`src/hdl/pba_pkg.sv`:
```
// page bitmap allocator: shared constants, codes and types
// used by the register block, the engine, the top level and the testbench
package pba_pkg;

  localparam int MAX_PAGES = 65536;
  localparam int PAGE_BITS = 12;

  // map storage geometry, one 64-bit word holds 64 page bits
  localparam int WORD_BITS = 64;
  localparam int BIT_W     = 6;
  localparam int WORDS     = (MAX_PAGES + WORD_BITS - 1) / WORD_BITS;
  localparam int WA_W      = (WORDS > 1) ? $clog2(WORDS) : 1;
  // page index wide enough to hold the page count of the whole storage
  localparam int IDX_W     = WA_W + BIT_W + 1;
  // page number carried by a 32-bit address
  localparam int OFF_W     = 32 - PAGE_BITS;

  localparam int CNT_W     = 17;
  localparam logic [CNT_W-1:0] CNT_MAX = '1;
  localparam int REG_W     = 17;

  localparam int PW    = (REG_W > IDX_W) ? REG_W : IDX_W;
  localparam int CW    = ((OFF_W > IDX_W) ? OFF_W : IDX_W) + 1;
  localparam int SUM_W = ((OFF_W > CNT_W) ? OFF_W : CNT_W) + 1;

  localparam int PADDR_W = 4;

  typedef enum logic [1:0] {
    CMD_ALLOC       = 2'd0,
    CMD_FREE_PAGE   = 2'd1,
    CMD_RESERVE     = 2'd2,
    CMD_FREE_REGION = 2'd3
  } cmd_t;

  typedef logic [2:0] status_t;
  localparam status_t ST_OK       = 3'd0;
  localparam status_t ST_NOFREE   = 3'd1;
  localparam status_t ST_MISALIGN = 3'd2;
  localparam status_t ST_CONFLICT = 3'd3;
  localparam status_t ST_RANGE    = 3'd4;

  // register indexes, byte address is index * 4
  localparam logic [1:0] REG_BASE  = 2'd0;
  localparam logic [1:0] REG_PAGES = 2'd1;
  localparam logic [1:0] REG_TAIL  = 2'd2;

  typedef struct packed {
    logic [31:0]      base;
    logic [IDX_W-1:0] total;   // pages covered, clamped to storage
    logic [IDX_W-1:0] limit;   // pages searched by allocate
  } cfg_t;

  typedef struct packed {
    logic [31:0]      page_address;
    status_t          status;
    logic [CNT_W-1:0] pages_used;
  } res_t;

endpackage

```
`src/hdl/pba_cfg_regs.sv`:
```
// apb register block: map base, map size, tail pages
// depends on pba_pkg; hands derived map bounds to the engine as cfg_t
module pba_cfg_regs
  import pba_pkg::*;
(
  input  logic               clk,
  input  logic               rst_n,
  input  logic               cfg_psel,
  input  logic               cfg_penable,
  input  logic               cfg_pwrite,
  input  logic [PADDR_W-1:0] cfg_paddr,
  input  logic [31:0]        cfg_pwdata,
  output logic [31:0]        cfg_prdata,
  output logic               cfg_pready,
  output cfg_t               cfg
);

  logic [31:0]      base_r;
  logic [REG_W-1:0] pages_r;
  logic [REG_W-1:0] tail_r;
  logic             wr_en;
  logic [PW-1:0]    pages_x;
  logic [PW-1:0]    tail_x;
  logic [PW-1:0]    total_x;
  logic [PW-1:0]    limit_x;

  assign cfg_pready = 1'b1;
  assign wr_en      = cfg_psel & cfg_penable & cfg_pwrite;

  always_ff @(posedge clk) begin
    if (!rst_n) begin
      base_r  <= '0;
      pages_r <= '0;
      tail_r  <= '0;
    end else if (wr_en && cfg_paddr[1:0] == 2'b00) begin
      unique case (cfg_paddr[3:2])
        REG_BASE:  base_r  <= cfg_pwdata;
        REG_PAGES: pages_r <= cfg_pwdata[REG_W-1:0];
        REG_TAIL:  tail_r  <= cfg_pwdata[REG_W-1:0];
        default: ;
      endcase
    end
  end

  always_comb begin
    cfg_prdata = '0;
    if (cfg_paddr[1:0] == 2'b00) begin
      unique case (cfg_paddr[3:2])
        REG_BASE:  cfg_prdata = base_r;
        REG_PAGES: cfg_prdata = 32'(pages_r);
        REG_TAIL:  cfg_prdata = 32'(tail_r);
        default:   cfg_prdata = '0;
      endcase
    end
  end

  // map size clamps to the storage, allocate stops short of the tail
  always_comb begin
    pages_x = PW'(pages_r);
    tail_x  = PW'(tail_r);
    total_x = (pages_x > PW'(MAX_PAGES)) ? PW'(MAX_PAGES) : pages_x;
    limit_x = (total_x > tail_x) ? total_x - tail_x : '0;
  end

  assign cfg.base  = base_r;
  assign cfg.total = total_x[IDX_W-1:0];
  assign cfg.limit = limit_x[IDX_W-1:0];

endmodule

```
`config.mk`:
```
export PLATFORM = sky130hd
export DESIGN_NAME = pba_cfg_regs
export DESIGN_NICKNAME = d
export VERILOG_FILES = /design/src/hdl/pba_pkg.sv /design/src/hdl/pba_cfg_regs.sv
export SDC_FILE = /design/constraint.sdc
export NUM_CORES = 1
export LEC_CHECK = 0
export BUFFER_PORTS_ARGS = -buffer_cell sky130_fd_sc_hd__clkbuf_2
export CAP_MARGIN = 20
export CORE_MARGIN = 2
export CORE_UTILIZATION = 40
export DETAILED_ROUTE_END_ITERATION = 10
export PLACE_DENSITY = 0.66
export SLEW_MARGIN = 25
export SYNTH_ARGS = -nofsm -noshare
export SYNTH_HDL_FRONTEND = slang
export SYNTH_SLANG_ARGS = --single-unit
```
`constraint.sdc`:
```
create_clock -name clk -period 3.4 [get_ports clk]
set_clock_uncertainty 0.05 [all_clocks]
set_input_delay 0.51 -clock clk [delete_from_list [all_inputs] [get_ports clk]]
set_output_delay 0.51 -clock clk [all_outputs]
set_load 0.03 [all_outputs]
```
After elaboration in Yosys (flattened, before gate mapping)
Cells that the tools add are included.
{"block": "totals", "regBits": 66, "inputBits": 41, "output_inout_bits": 99}
{"block": "op_classes", "n_eq_ne": 2, "mux": 4, "add_sub_neg": 1, "n_reduce_logical": 6, "bitwise_logic": 2, "magnitude_cmp": 2}
{"op": "32-bit case mux with 3 select lines", "count": 1}
{"op": "17-bit 2-to-1 mux", "count": 2}
{"op": "32-bit 2-to-1 mux", "count": 1}
{"op": "17-bit > comparator", "count": 1}
{"op": "17-bit > comparator (second input constant)", "count": 1}
{"op": "17-bit subtractor", "count": 1}
{"op": "2-bit AND reduction", "count": 3}
{"op": "2-bit zero test", "count": 2}
{"op": "1-bit AND", "count": 2}
{"op": "2-bit by 1-bit equality test with 1-bit output (second input constant)", "count": 1}
{"op": "2-bit equality test (second input constant)", "count": 1}
{"op": "1-bit logical AND", "count": 1}

Logic depth before layout (Yosys ltp)
Gate-level depths: netlist of run 1.
{"block": "depth", "word_depth": 4, "mapped_depth": 12, "depth_no_buf": 12}

Least setup slack after synthesis of run 1
Ideal clock, no wire load.
{"block": "synth_timing", "path_kind": "register to output", "from": "register pages_r[0]", "to": "output cfg[14] (netlist name)", "stages_incl_launch_ff": 11, "t_required_ns": 2.840, "n_path_buf": 0, "path_slack_ns": -0.650, "arrival_ns": 3.490, "cell_sequence": "dfxtp_1 > nor4_1 > a41oi_1 > nor2b_1 > ha_1 > a21o_1 > a21o_1 > a21oi_1 > o21ai_0 > a22o_1 > a311oi_1"}
{"item": "from (decl)", "line": "pba_cfg_regs.sv:19", "rtl": "logic [REG_W-1:0] pages_r;"}
{"item": "from (signal assigned)", "line": "pba_cfg_regs.sv:38", "rtl": "REG_PAGES: pages_r <= cfg_pwdata[REG_W-1:0];"}
{"item": "to (decl)", "line": "pba_cfg_regs.sv:15", "rtl": "output cfg_t cfg"}

==> out/summary.txt, run 1 <==
status = finished, violations left
failing checks = setup timing
number of hold buffers added after CTS = 0
worst slack after detailed placement = -25.3 ps
number of maximum-capacitance constraint violations = 0
switching part of the total = 0.259
minimum setup slack in the final design = -257 ps
maximum number of buffers from clock root to sink = 2
number of flops mapped to enable cells by yosys = 0
Most used DFF post-synth = dfxtp_1
area of the die = 0.0112 sq mm
First-pass DRT Iterations = 5
GRT Total Usage = 0.234
Boundary Pins = 140
kind of capture point of the worst setup path = output pin
share of final-layout standard cells stronger than drive strength 1 = 0.380
top achievable clock speed = 0.273 GHz
clock sink total = 66
number of register bits inferred by synthesis = 66
CP Class = register to output pin
maximum ir drop on the vdd rail = 191 uV
max-slew violation count = 0
class of the worst hold path = input port to register
Pwr Density = 261 mW/mm^2
die extent in y = 106 um
synthesized area divided by synthesized cell count = 7.38 sq um
commonest non-fill, non-tap cell in the layout = nand2_1
RePlAce Congestion = 0.883
share of async-settable or async-resettable flops after synthesis = 0
floorplan core area = 0.0102 sq mm
top routing layer used = met4
first-pass GRT wire length = 21200 um
number of buffers added by the clock tree synthesis step = 9
element type at the critical path start = register
HPWL reported at the end of detailed placement = 9730 um
pin count of the biggest net entering global routing = 67
Met1 Wirelength = 5880 um
detailed-route via count = 4488
net count of the mapped netlist = 624
post-synthesis cell area = 0.00416 sq mm
Residual DRC = 0
Synth-to-Final Area Change = 45.9%
initial antenna violation count = 0
sw power = 410 uW
number of library cell types mapped by synthesis = 47
total wire length = 13300 um
overflow left after global routing = 0
min cycle time layout = 3660 ps
final antenna-violating net count = 0
vias per inst = 5.13
portion of total power attributed to sequential cells = 0.492
level count of the clock H-tree = 3
diode insertion count for antenna repair = 0
clock root buffer master = clkbuf_8
top cell type's share of synthesized area = 0.318
unrepaired setup endpoints after global routing = yes
Post-layout nets = 797
worst max-slew margin expressed relative to the limit = 0.340
Worst EP required = 2840 ps
standard-cell rows = 37
violation count after the first detailed-route iteration = 207
post-detailed-placement cell area = 0.00549 sq mm
number of global-route vias before repair = 4346
CP Max Fanout = 5
most area-hungry cell type in the Yosys netlist = dfxtp_1
sequential share of the synthesized area = 0.318
count of warnings emitted by yosys = 0
Gate Count Post-Synth = 564
most used cells in the layout excluding fill and tap cells = nand2_1 (142), clkbuf_2 (122), a21boi_0 (66), dfxtp_1 (59), buf_4 (49)
cell types occupying the most area after synthesis = dfxtp_1 (32%), nand2_1 (13%), a21boi_0 (12%)
clock transition time at the flip-flop clock pins of the worst setup and hold paths = 70 ps
wire length on met2 = 6480 um
initial standard-cell utilization of the core = 0.407
clock network latency to the later pin of the worst-skew pair = 340 ps
TritonCTS clock tree = built
worst path arrival time = 3100 ps
part of the total power dissipated in combinational logic = 0.149
number of input and output port buffers inserted = 138
post-route cell area = 0.00607 sq mm
fraction of power consumed by the clock network = 0.359
Setup-failing EPs final = 17
final hold violation count = 0
detailed-route wire length per cell = 15.2 um
internal power = 1170 uW
measured slew at the worst slew-check pin = 990 ps
Static Leak = 0.00260 uW
routed wire length on met3 = 744 um
width of the die = 106 um
Final Cycle Share = 1.08
==> registers in the layout, summed over array words and instances (netlist names) <==
name     cells
tail_r      17
base_r      32
pages_r     17
==> cells in the mapped netlist (9+ instances only) <==
cell      number
nand2_1      143
a21boi_0      66
dfxtp_1       66
nor2_1        58
a21oi_1       35
inv_1         25
ha_1          18
and2_1        17
clkbuf_1      17
mux2i_1       17
nor2b_1       16
buf_2          9
==> cell families (layout without fill, tap and decap cells) <==
| logic type | Yosys count | after routing | share of synthesized area |
|---|---|---|---|
| other | 1 | 1 | 0.000901 |
| adder cells (fa/ha/maj) | 19 | 19 | 0.0589 |
| XOR/XNOR | 13 | 13 | 0.0274 |
| flip-flops | 66 | 66 | 0.318 |
| AO/OA/AOI/OAI | 131 | 131 | 0.217 |
| buffers and inverters | 55 | 230 | 0.0550 |
| multiplexers | 17 | 17 | 0.0409 |
| AND/OR/NAND/NOR | 262 | 262 | 0.282 |
==> metrics by stage <==
stage / cells / utilization / total power [uW] / hold slack (ps) / TNS [ps]
after CTS: 872 / 0.586 / 1590 / 340 / -3740
after detailed placement: 842 / 0.537 / 996 / 430 / -25.3
final: 875 / 0.593 / 1580 / 351 / -3730
after global routing: 875 / 0.593 / 1640 / 346 / -6240
after floorplan: 564 / - / 926 / 407 / -616
after global placement: 842 / 0.537 / 993 / 416 / 0
==> metal layers <==
metal,vias up,track usage
met3,17,0.0472
met2,158,0.399
met1,2103,0.293
met4,0,0.0855
li1,2210,-
met5,-,0
==> critical path, cell delays in order, from the launching register on <==
cell and delay, ps:
dfxtp_2 330, nor4_4 320, a41oi_4 180, buf_6 160, nor2b_4 130, ha_4 230
a21o_1 170, a21oi_2 160, and2b_2 160, o21ai_2 60, a21o_2 230, a21oi_4 160
buf_6 150, buf_12 130, nor2_4 40, buf_8 140
==> power groups by stage <==
stage                     combinational (uW)  clock (uW)  sequential (uW)
after CTS                                227         579              779
after global placement                   197           0              796
after detailed placement                 200           0              797
after floorplan                          127           0              799
final                                    236         569              779
after global routing                     251         611              779
==> what timing repair did <==
item	in CTS	in global routing
cloned	1	0
gates resized for setup	56	22
setup buffers	17	4
setup endpoints to repair	16	17
pin swaps	26	15
==> layout make-up <==
type / instances / area (sq um)
flip-flops and latches: 66 / 1330
repair buffers: 192 / 1280
well taps: 136 / 170
fillers: 926 / 4160
inverters: 25 / 93.8
clock buffers: 13 / 159
multi-input cells: 443 / 3040
==> worst paths after layout <==
check,start,endpoint,slack (ps),depth (start not counted)
worst max-delay path,pages_r[8],cfg[2],-260,15
worst max register to register,pages_r[4],pages_r[4],2460,3
worst min-delay path,cfg_pwdata[28],base_r[28],350,3
worst min register to register,base_r[28],base_r[28],430,2
Power figures use the tool's default switching activity.
==> run 2: changes to the inputs <==
--- a/config.mk
+++ b/config.mk
@@ -10,8 +10,7 @@
 export CORE_MARGIN = 2
 export CORE_UTILIZATION = 40
 export DETAILED_ROUTE_END_ITERATION = 10
-export PLACE_DENSITY = 0.66
-export SLEW_MARGIN = 25
+export PLACE_DENSITY = 0.67
 export SYNTH_ARGS = -nofsm -noshare
 export SYNTH_HDL_FRONTEND = slang
 export SYNTH_SLANG_ARGS = --single-unit
==> out/summary.txt, run 2 (synthesized netlist as in run 1, its figures left out) <==
max-slew violation count = 0
TritonCTS clock tree = built
failing checks = setup timing
status = finished, violations left
number of input and output port buffers inserted = 138
number of buffers added by the clock tree synthesis step = 9
Post-layout nets = 801
Cell Count, Final, Fillers Out = 881
reg-to-reg critical path endpoint = pages_r[4]
total design power = 1640 uW
worst max-slew margin expressed relative to the limit = 0.525
Largest register FFs = 32
Synth-to-Final Area Change = 48.8%
worst path arrival time = 3150 ps
smallest hold slack = 346 ps
clock root buffer master = clkbuf_8
width of the die = 106 um
initial antenna violation count = 0
vias per inst = 5.10
First-pass DRT Iterations = 6
Worst EP required = 2840 ps
initial standard-cell utilization of the core = 0.407
measured slew at the worst slew-check pin = 711 ps
length in cells of the worst reg-to-reg path = 3
min cycle time layout = 3710 ps
first-pass GRT wire length = 21200 um
Reg2Reg Launch Point = pages_r[4]
detailed-route wire length per cell = 15.1 um
Largest Register = base_r
level count of the clock H-tree = 3
commonest non-fill, non-tap cell in the layout = nand2_1
clock sink total = 66
final hold violation count = 0
unrepaired setup endpoints after global routing = yes
number of maximum-capacitance constraint violations = 0
diode insertion count for antenna repair = 0
Final Cycle Share = 1.09
detailed-route via count = 4492
element type at the critical path start = register
first element of the critical path = pages_r[0]
floorplan core area = 0.0102 sq mm
GRT Total Usage = 0.235
Residual DRC = 0
total wire length = 13300 um
CP endpoint = cfg[14]
clock network latency to the later pin of the worst-skew pair = 340 ps
standard-cell rows = 37
clock transition time at the flip-flop clock pins of the worst setup and hold paths = 70 ps
area of the die = 0.0112 sq mm
CP Class = register to output pin
final antenna-violating net count = 0
die extent in y = 106 um
Setup-failing EPs final = 17
violation count after the first detailed-route iteration = 301
Static Leak = 0.00267 uW
maximum ir drop on the vdd rail = 218 uV
minimum setup slack in the final design = -309 ps
Layout Utilization = 0.605
Boundary Pins = 140
Placed Cells incl. Taps = 841
pin count of the biggest net entering global routing = 67
HPWL reported at the end of detailed placement = 9820 um
min-delay src = cfg_pwdata[29]
top achievable clock speed = 0.270 GHz
worst reg-to-reg setup slack = 2500 ps
number of global-route vias before repair = 4291
overflow left after global routing = 0
most used cells in the layout excluding fill and tap cells = nand2_1 (142), clkbuf_2 (122), a21boi_0 (66), dfxtp_1 (58), buf_4 (50)
Pwr Density = 265 mW/mm^2
largest registers = base_r (32), pages_r (17), tail_r (17)
CP Max Fanout = 8
share of final-layout standard cells stronger than drive strength 1 = 0.388
class of the worst hold path = input port to register
maximum number of buffers from clock root to sink = 2
kind of capture point of the worst setup path = output pin
number of fill cells = 930
RePlAce Congestion = 0.889
-- run 2: repair_timing --
action / 4_1_cts / 5_1_grt
setup endpoints to repair: 16 / 17
gates cloned: 1 / 0
pin swaps: 27 / 32
buffers inserted: 15 / 11
gates resized for setup: 54 / 32
hold buffers: 0 / 0
-- run 2: how the worst min path moves through the flow --
stage,to,cells past startpoint
after floorplan,tail_r[10],2
after detailed placement,base_r[29],2
after CTS,base_r[26],3
final,base_r[29],3
after global routing,base_r[20],3
after global placement,base_r[25],2
-- run 2: final cells by class --
cell class	instances	area [sq um]	area share
Clock inverter	3	40.0	0.00647
Tap cell	136	170	0.0275
Inverter	25	93.8	0.0152
Clock buffer	12	145	0.0234
Timing Repair Buffer	196	1350	0.218
Sequential cell	66	1330	0.215
Multi-Input combinational cell	443	3060	0.494
-- run 2: metrics by stage --
stage          instance area (sq um)  worst slack (ps)  setup TNS, ps
6_report                        6190              -309          -3780
5_1_grt                         6190              -448          -6620
4_1_cts                         5990              -287          -4360
3_5_place_dp                    5490             -14.6          -14.6
3_3_place_gp                    5490              56.8              0
2_1_floorplan                   4480             -56.7           -616
-- run 2: power breakdown --
group	total, uW	internal, uW	switching [uW]
registers	778	775	2.91
logic	235	106	129
clock network	628	353	275
total	1640	1230	407
-- run 2: worst max-delay path: stages, from the launching register on --
cell	delay (ps)
dfxtp_4	360
nor4_4	320
a41oi_4	170
buf_8	190
nor2b_4	150
ha_4	240
a21o_1	180
a21o_1	190
a21oi_2	200
o21ai_1	120
a22o_1	280
a311oi_4	210
clkbuf_8	200
-- run 2: layer usage --
| layer | track usage | part of all wire | up-vias |
|---|---|---|---|
| li1 | - | - | 2221 |
| met2 | 0.394 | 0.49 | 151 |
| met3 | 0.0558 | 0.064 | 21 |
| met1 | 0.296 | 0.42 | 2099 |
| met5 | 0 | 0 | - |
| met4 | 0.0808 | 0.019 | 0 |
==> run 3: changes to the inputs <==
--- a/config.mk
+++ b/config.mk
@@ -11,6 +11,7 @@
 export CORE_UTILIZATION = 40
 export DETAILED_ROUTE_END_ITERATION = 10
 export PLACE_DENSITY = 0.67
+export REMOVE_ABC_BUFFERS = 1
 export SYNTH_ARGS = -nofsm -noshare
 export SYNTH_HDL_FRONTEND = slang
 export SYNTH_SLANG_ARGS = --single-unit
==> out/summary.txt, run 3 (synthesized netlist as in run 1, its figures left out) <==
HPWL reported at the end of detailed placement = 9980 um
initial standard-cell utilization of the core = 0.407
Synth-to-Final Area Change = 50.9%
number of maximum-capacitance constraint violations = 0
overflow left after global routing = 0
element type at the critical path start = register
RePlAce Congestion = 0.911
clock root buffer master = clkbuf_8
sequence of cells on the critical path = nor4_4 -> buf_4 -> a41oi_4 -> buf_6 -> nor2b_4 -> ha_4 -> a21o_1 -> a21oi_2 -> and2b_2 -> o21ai_2 -> a21o_2 -> a21oi_4 -> clkbuf_16 -> nor2_4 -> buf_8
vias per inst = 5.02
Worst EP required = 2840 ps
portion of total power attributed to sequential cells = 0.479
unrepaired setup endpoints after global routing = yes
floorplan core area = 0.0102 sq mm
status = finished, violations left
pin count of the biggest net entering global routing = 67
detailed-route wire length per cell = 15.3 um
sw power = 409 uW
total wire length = 13900 um
minimum setup slack in the final design = -336 ps
level count of the clock H-tree = 3
CP max stage delay = 340 ps
part of the total power dissipated in combinational logic = 0.140
worst max-slew margin expressed relative to the limit = 0.461
area of the die = 0.0112 sq mm
internal power = 1220 uW
TritonCTS clock tree = built
diode insertion count for antenna repair = 0
most used cells in the layout excluding fill and tap cells = nand2_1 (143), clkbuf_2 (121), buf_4 (88), a21boi_0 (66), dfxtp_1 (63)
fraction of power consumed by the clock network = 0.381
Static Leak = 0.00279 uW
Post-layout nets = 830
detailed-route via count = 4565
Final Cycle Share = 1.10
switching part of the total = 0.251
number of buffers added by the clock tree synthesis step = 9
clock sink total = 66
max-slew violation count = 0
First-pass DRT Iterations = 4
clock transition time at the flip-flop clock pins of the worst setup and hold paths = 70 ps
worst slack after detailed placement = -116 ps
share of final-layout standard cells stronger than drive strength 1 = 0.397
width of the die = 106 um
worst path arrival time = 3180 ps
number of input and output port buffers inserted = 138
number of global-route vias before repair = 4469
commonest non-fill, non-tap cell in the layout = nand2_1
Layout Utilization = 0.613
Boundary Pins = 140
min cycle time layout = 3740 ps
initial antenna violation count = 0
die extent in y = 106 um
final antenna-violating net count = 0
Largest register FFs = 32
largest registers = base_r (32), pages_r (17), tail_r (17)
failing checks = setup timing
CP Class = register to output pin
maximum ir drop on the vdd rail = 218 uV
CP Max Fanout = 8
GRT Total Usage = 0.246
standard-cell rows = 37
final hold violation count = 0
maximum number of buffers from clock root to sink = 2
number of fill cells = 986
top achievable clock speed = 0.268 GHz
kind of capture point of the worst setup path = output pin
class of the worst hold path = input port to register
Pwr Density = 259 mW/mm^2
first-pass GRT wire length = 22100 um
Largest Register = base_r
violation count after the first detailed-route iteration = 211
Residual DRC = 0
clock network latency to the later pin of the worst-skew pair = 340 ps
worst reg-to-reg setup slack = 2440 ps
Setup-failing EPs final = 17
Critical Path Slowest Stage Cell = dfxtp_2
measured slew at the worst slew-check pin = 809 ps
-- run 3: critical path, delay by kind of cell (launching register included) --
family | cells | cell delay [ps]
AO/OA/AOI/OAI | 6 | 910
buffers and inverters | 4 | 720
AND/OR/NAND/NOR | 4 | 620
flip-flops | 1 | 340
adder cells (fa/ha/maj) | 1 | 210
-- run 3: metal layers --
metal  track usage  share of wire  vias up
met5             0              0        -
met4        0.0827          0.019        0
met1         0.303           0.44     2136
met3        0.0368          0.049       23
li1              -              -     2277
met2         0.438           0.49      129
-- run 3: power by group through the flow --
stage | Clock [uW] | Combinational (uW) | Sequential, uW
after floorplan | 0 | 84.0 | 799
after global placement | 0 | 184 | 796
after detailed placement | 0 | 185 | 796
after CTS | 638 | 214 | 779
after global routing | 673 | 243 | 779
final | 620 | 228 | 779
-- run 3: per-stage QoR --
| stage | area [sq um] | cells | power (uW) | setup TNS, ps | hold WS [ps] |
|---|---|---|---|---|---|
| 6_report | 6280 | 910 | 1630 | -5180 | 346 |
| 5_1_grt | 6280 | 910 | 1690 | -6930 | 338 |
| 4_1_cts | 6100 | 904 | 1630 | -4040 | 336 |
| 3_5_place_dp | 5450 | 880 | 981 | -1280 | 428 |
| 3_3_place_gp | 5450 | 880 | 980 | -522 | 414 |
| 2_1_floorplan | 4030 | 534 | 883 | -7590 | 407 |
-- run 3: path summary, 6_finish.rpt --
check,startpoint,end,depth (start not counted)
worst min-delay path,cfg_pwdata[24],base_r[24],3
worst max register to register,pages_r[2],pages_r[2],3
worst min register to register,base_r[19],base_r[19],2
worst max-delay path,pages_r[14],cfg[8],15
-- run 3: timing repair --
item	CTS	global route
buffers inserted	7	5
gates cloned	2	0
pin swaps	22	26
resized for setup	85	38
endpoints found under the setup margin	17	17
hold buffers	0	0
-- run 3: cell type report --
type	instances	area, sq um	share of cell area
Tap cell	136	170	0.0271
Inverter	25	93.8	0.0150
Clock inverter	2	10.0	0.00159
Multi-Input combinational cell	443	2990	0.477
Clock buffer	13	179	0.0285
Sequential cell	66	1330	0.211
Timing Repair Buffer	225	1500	0.240
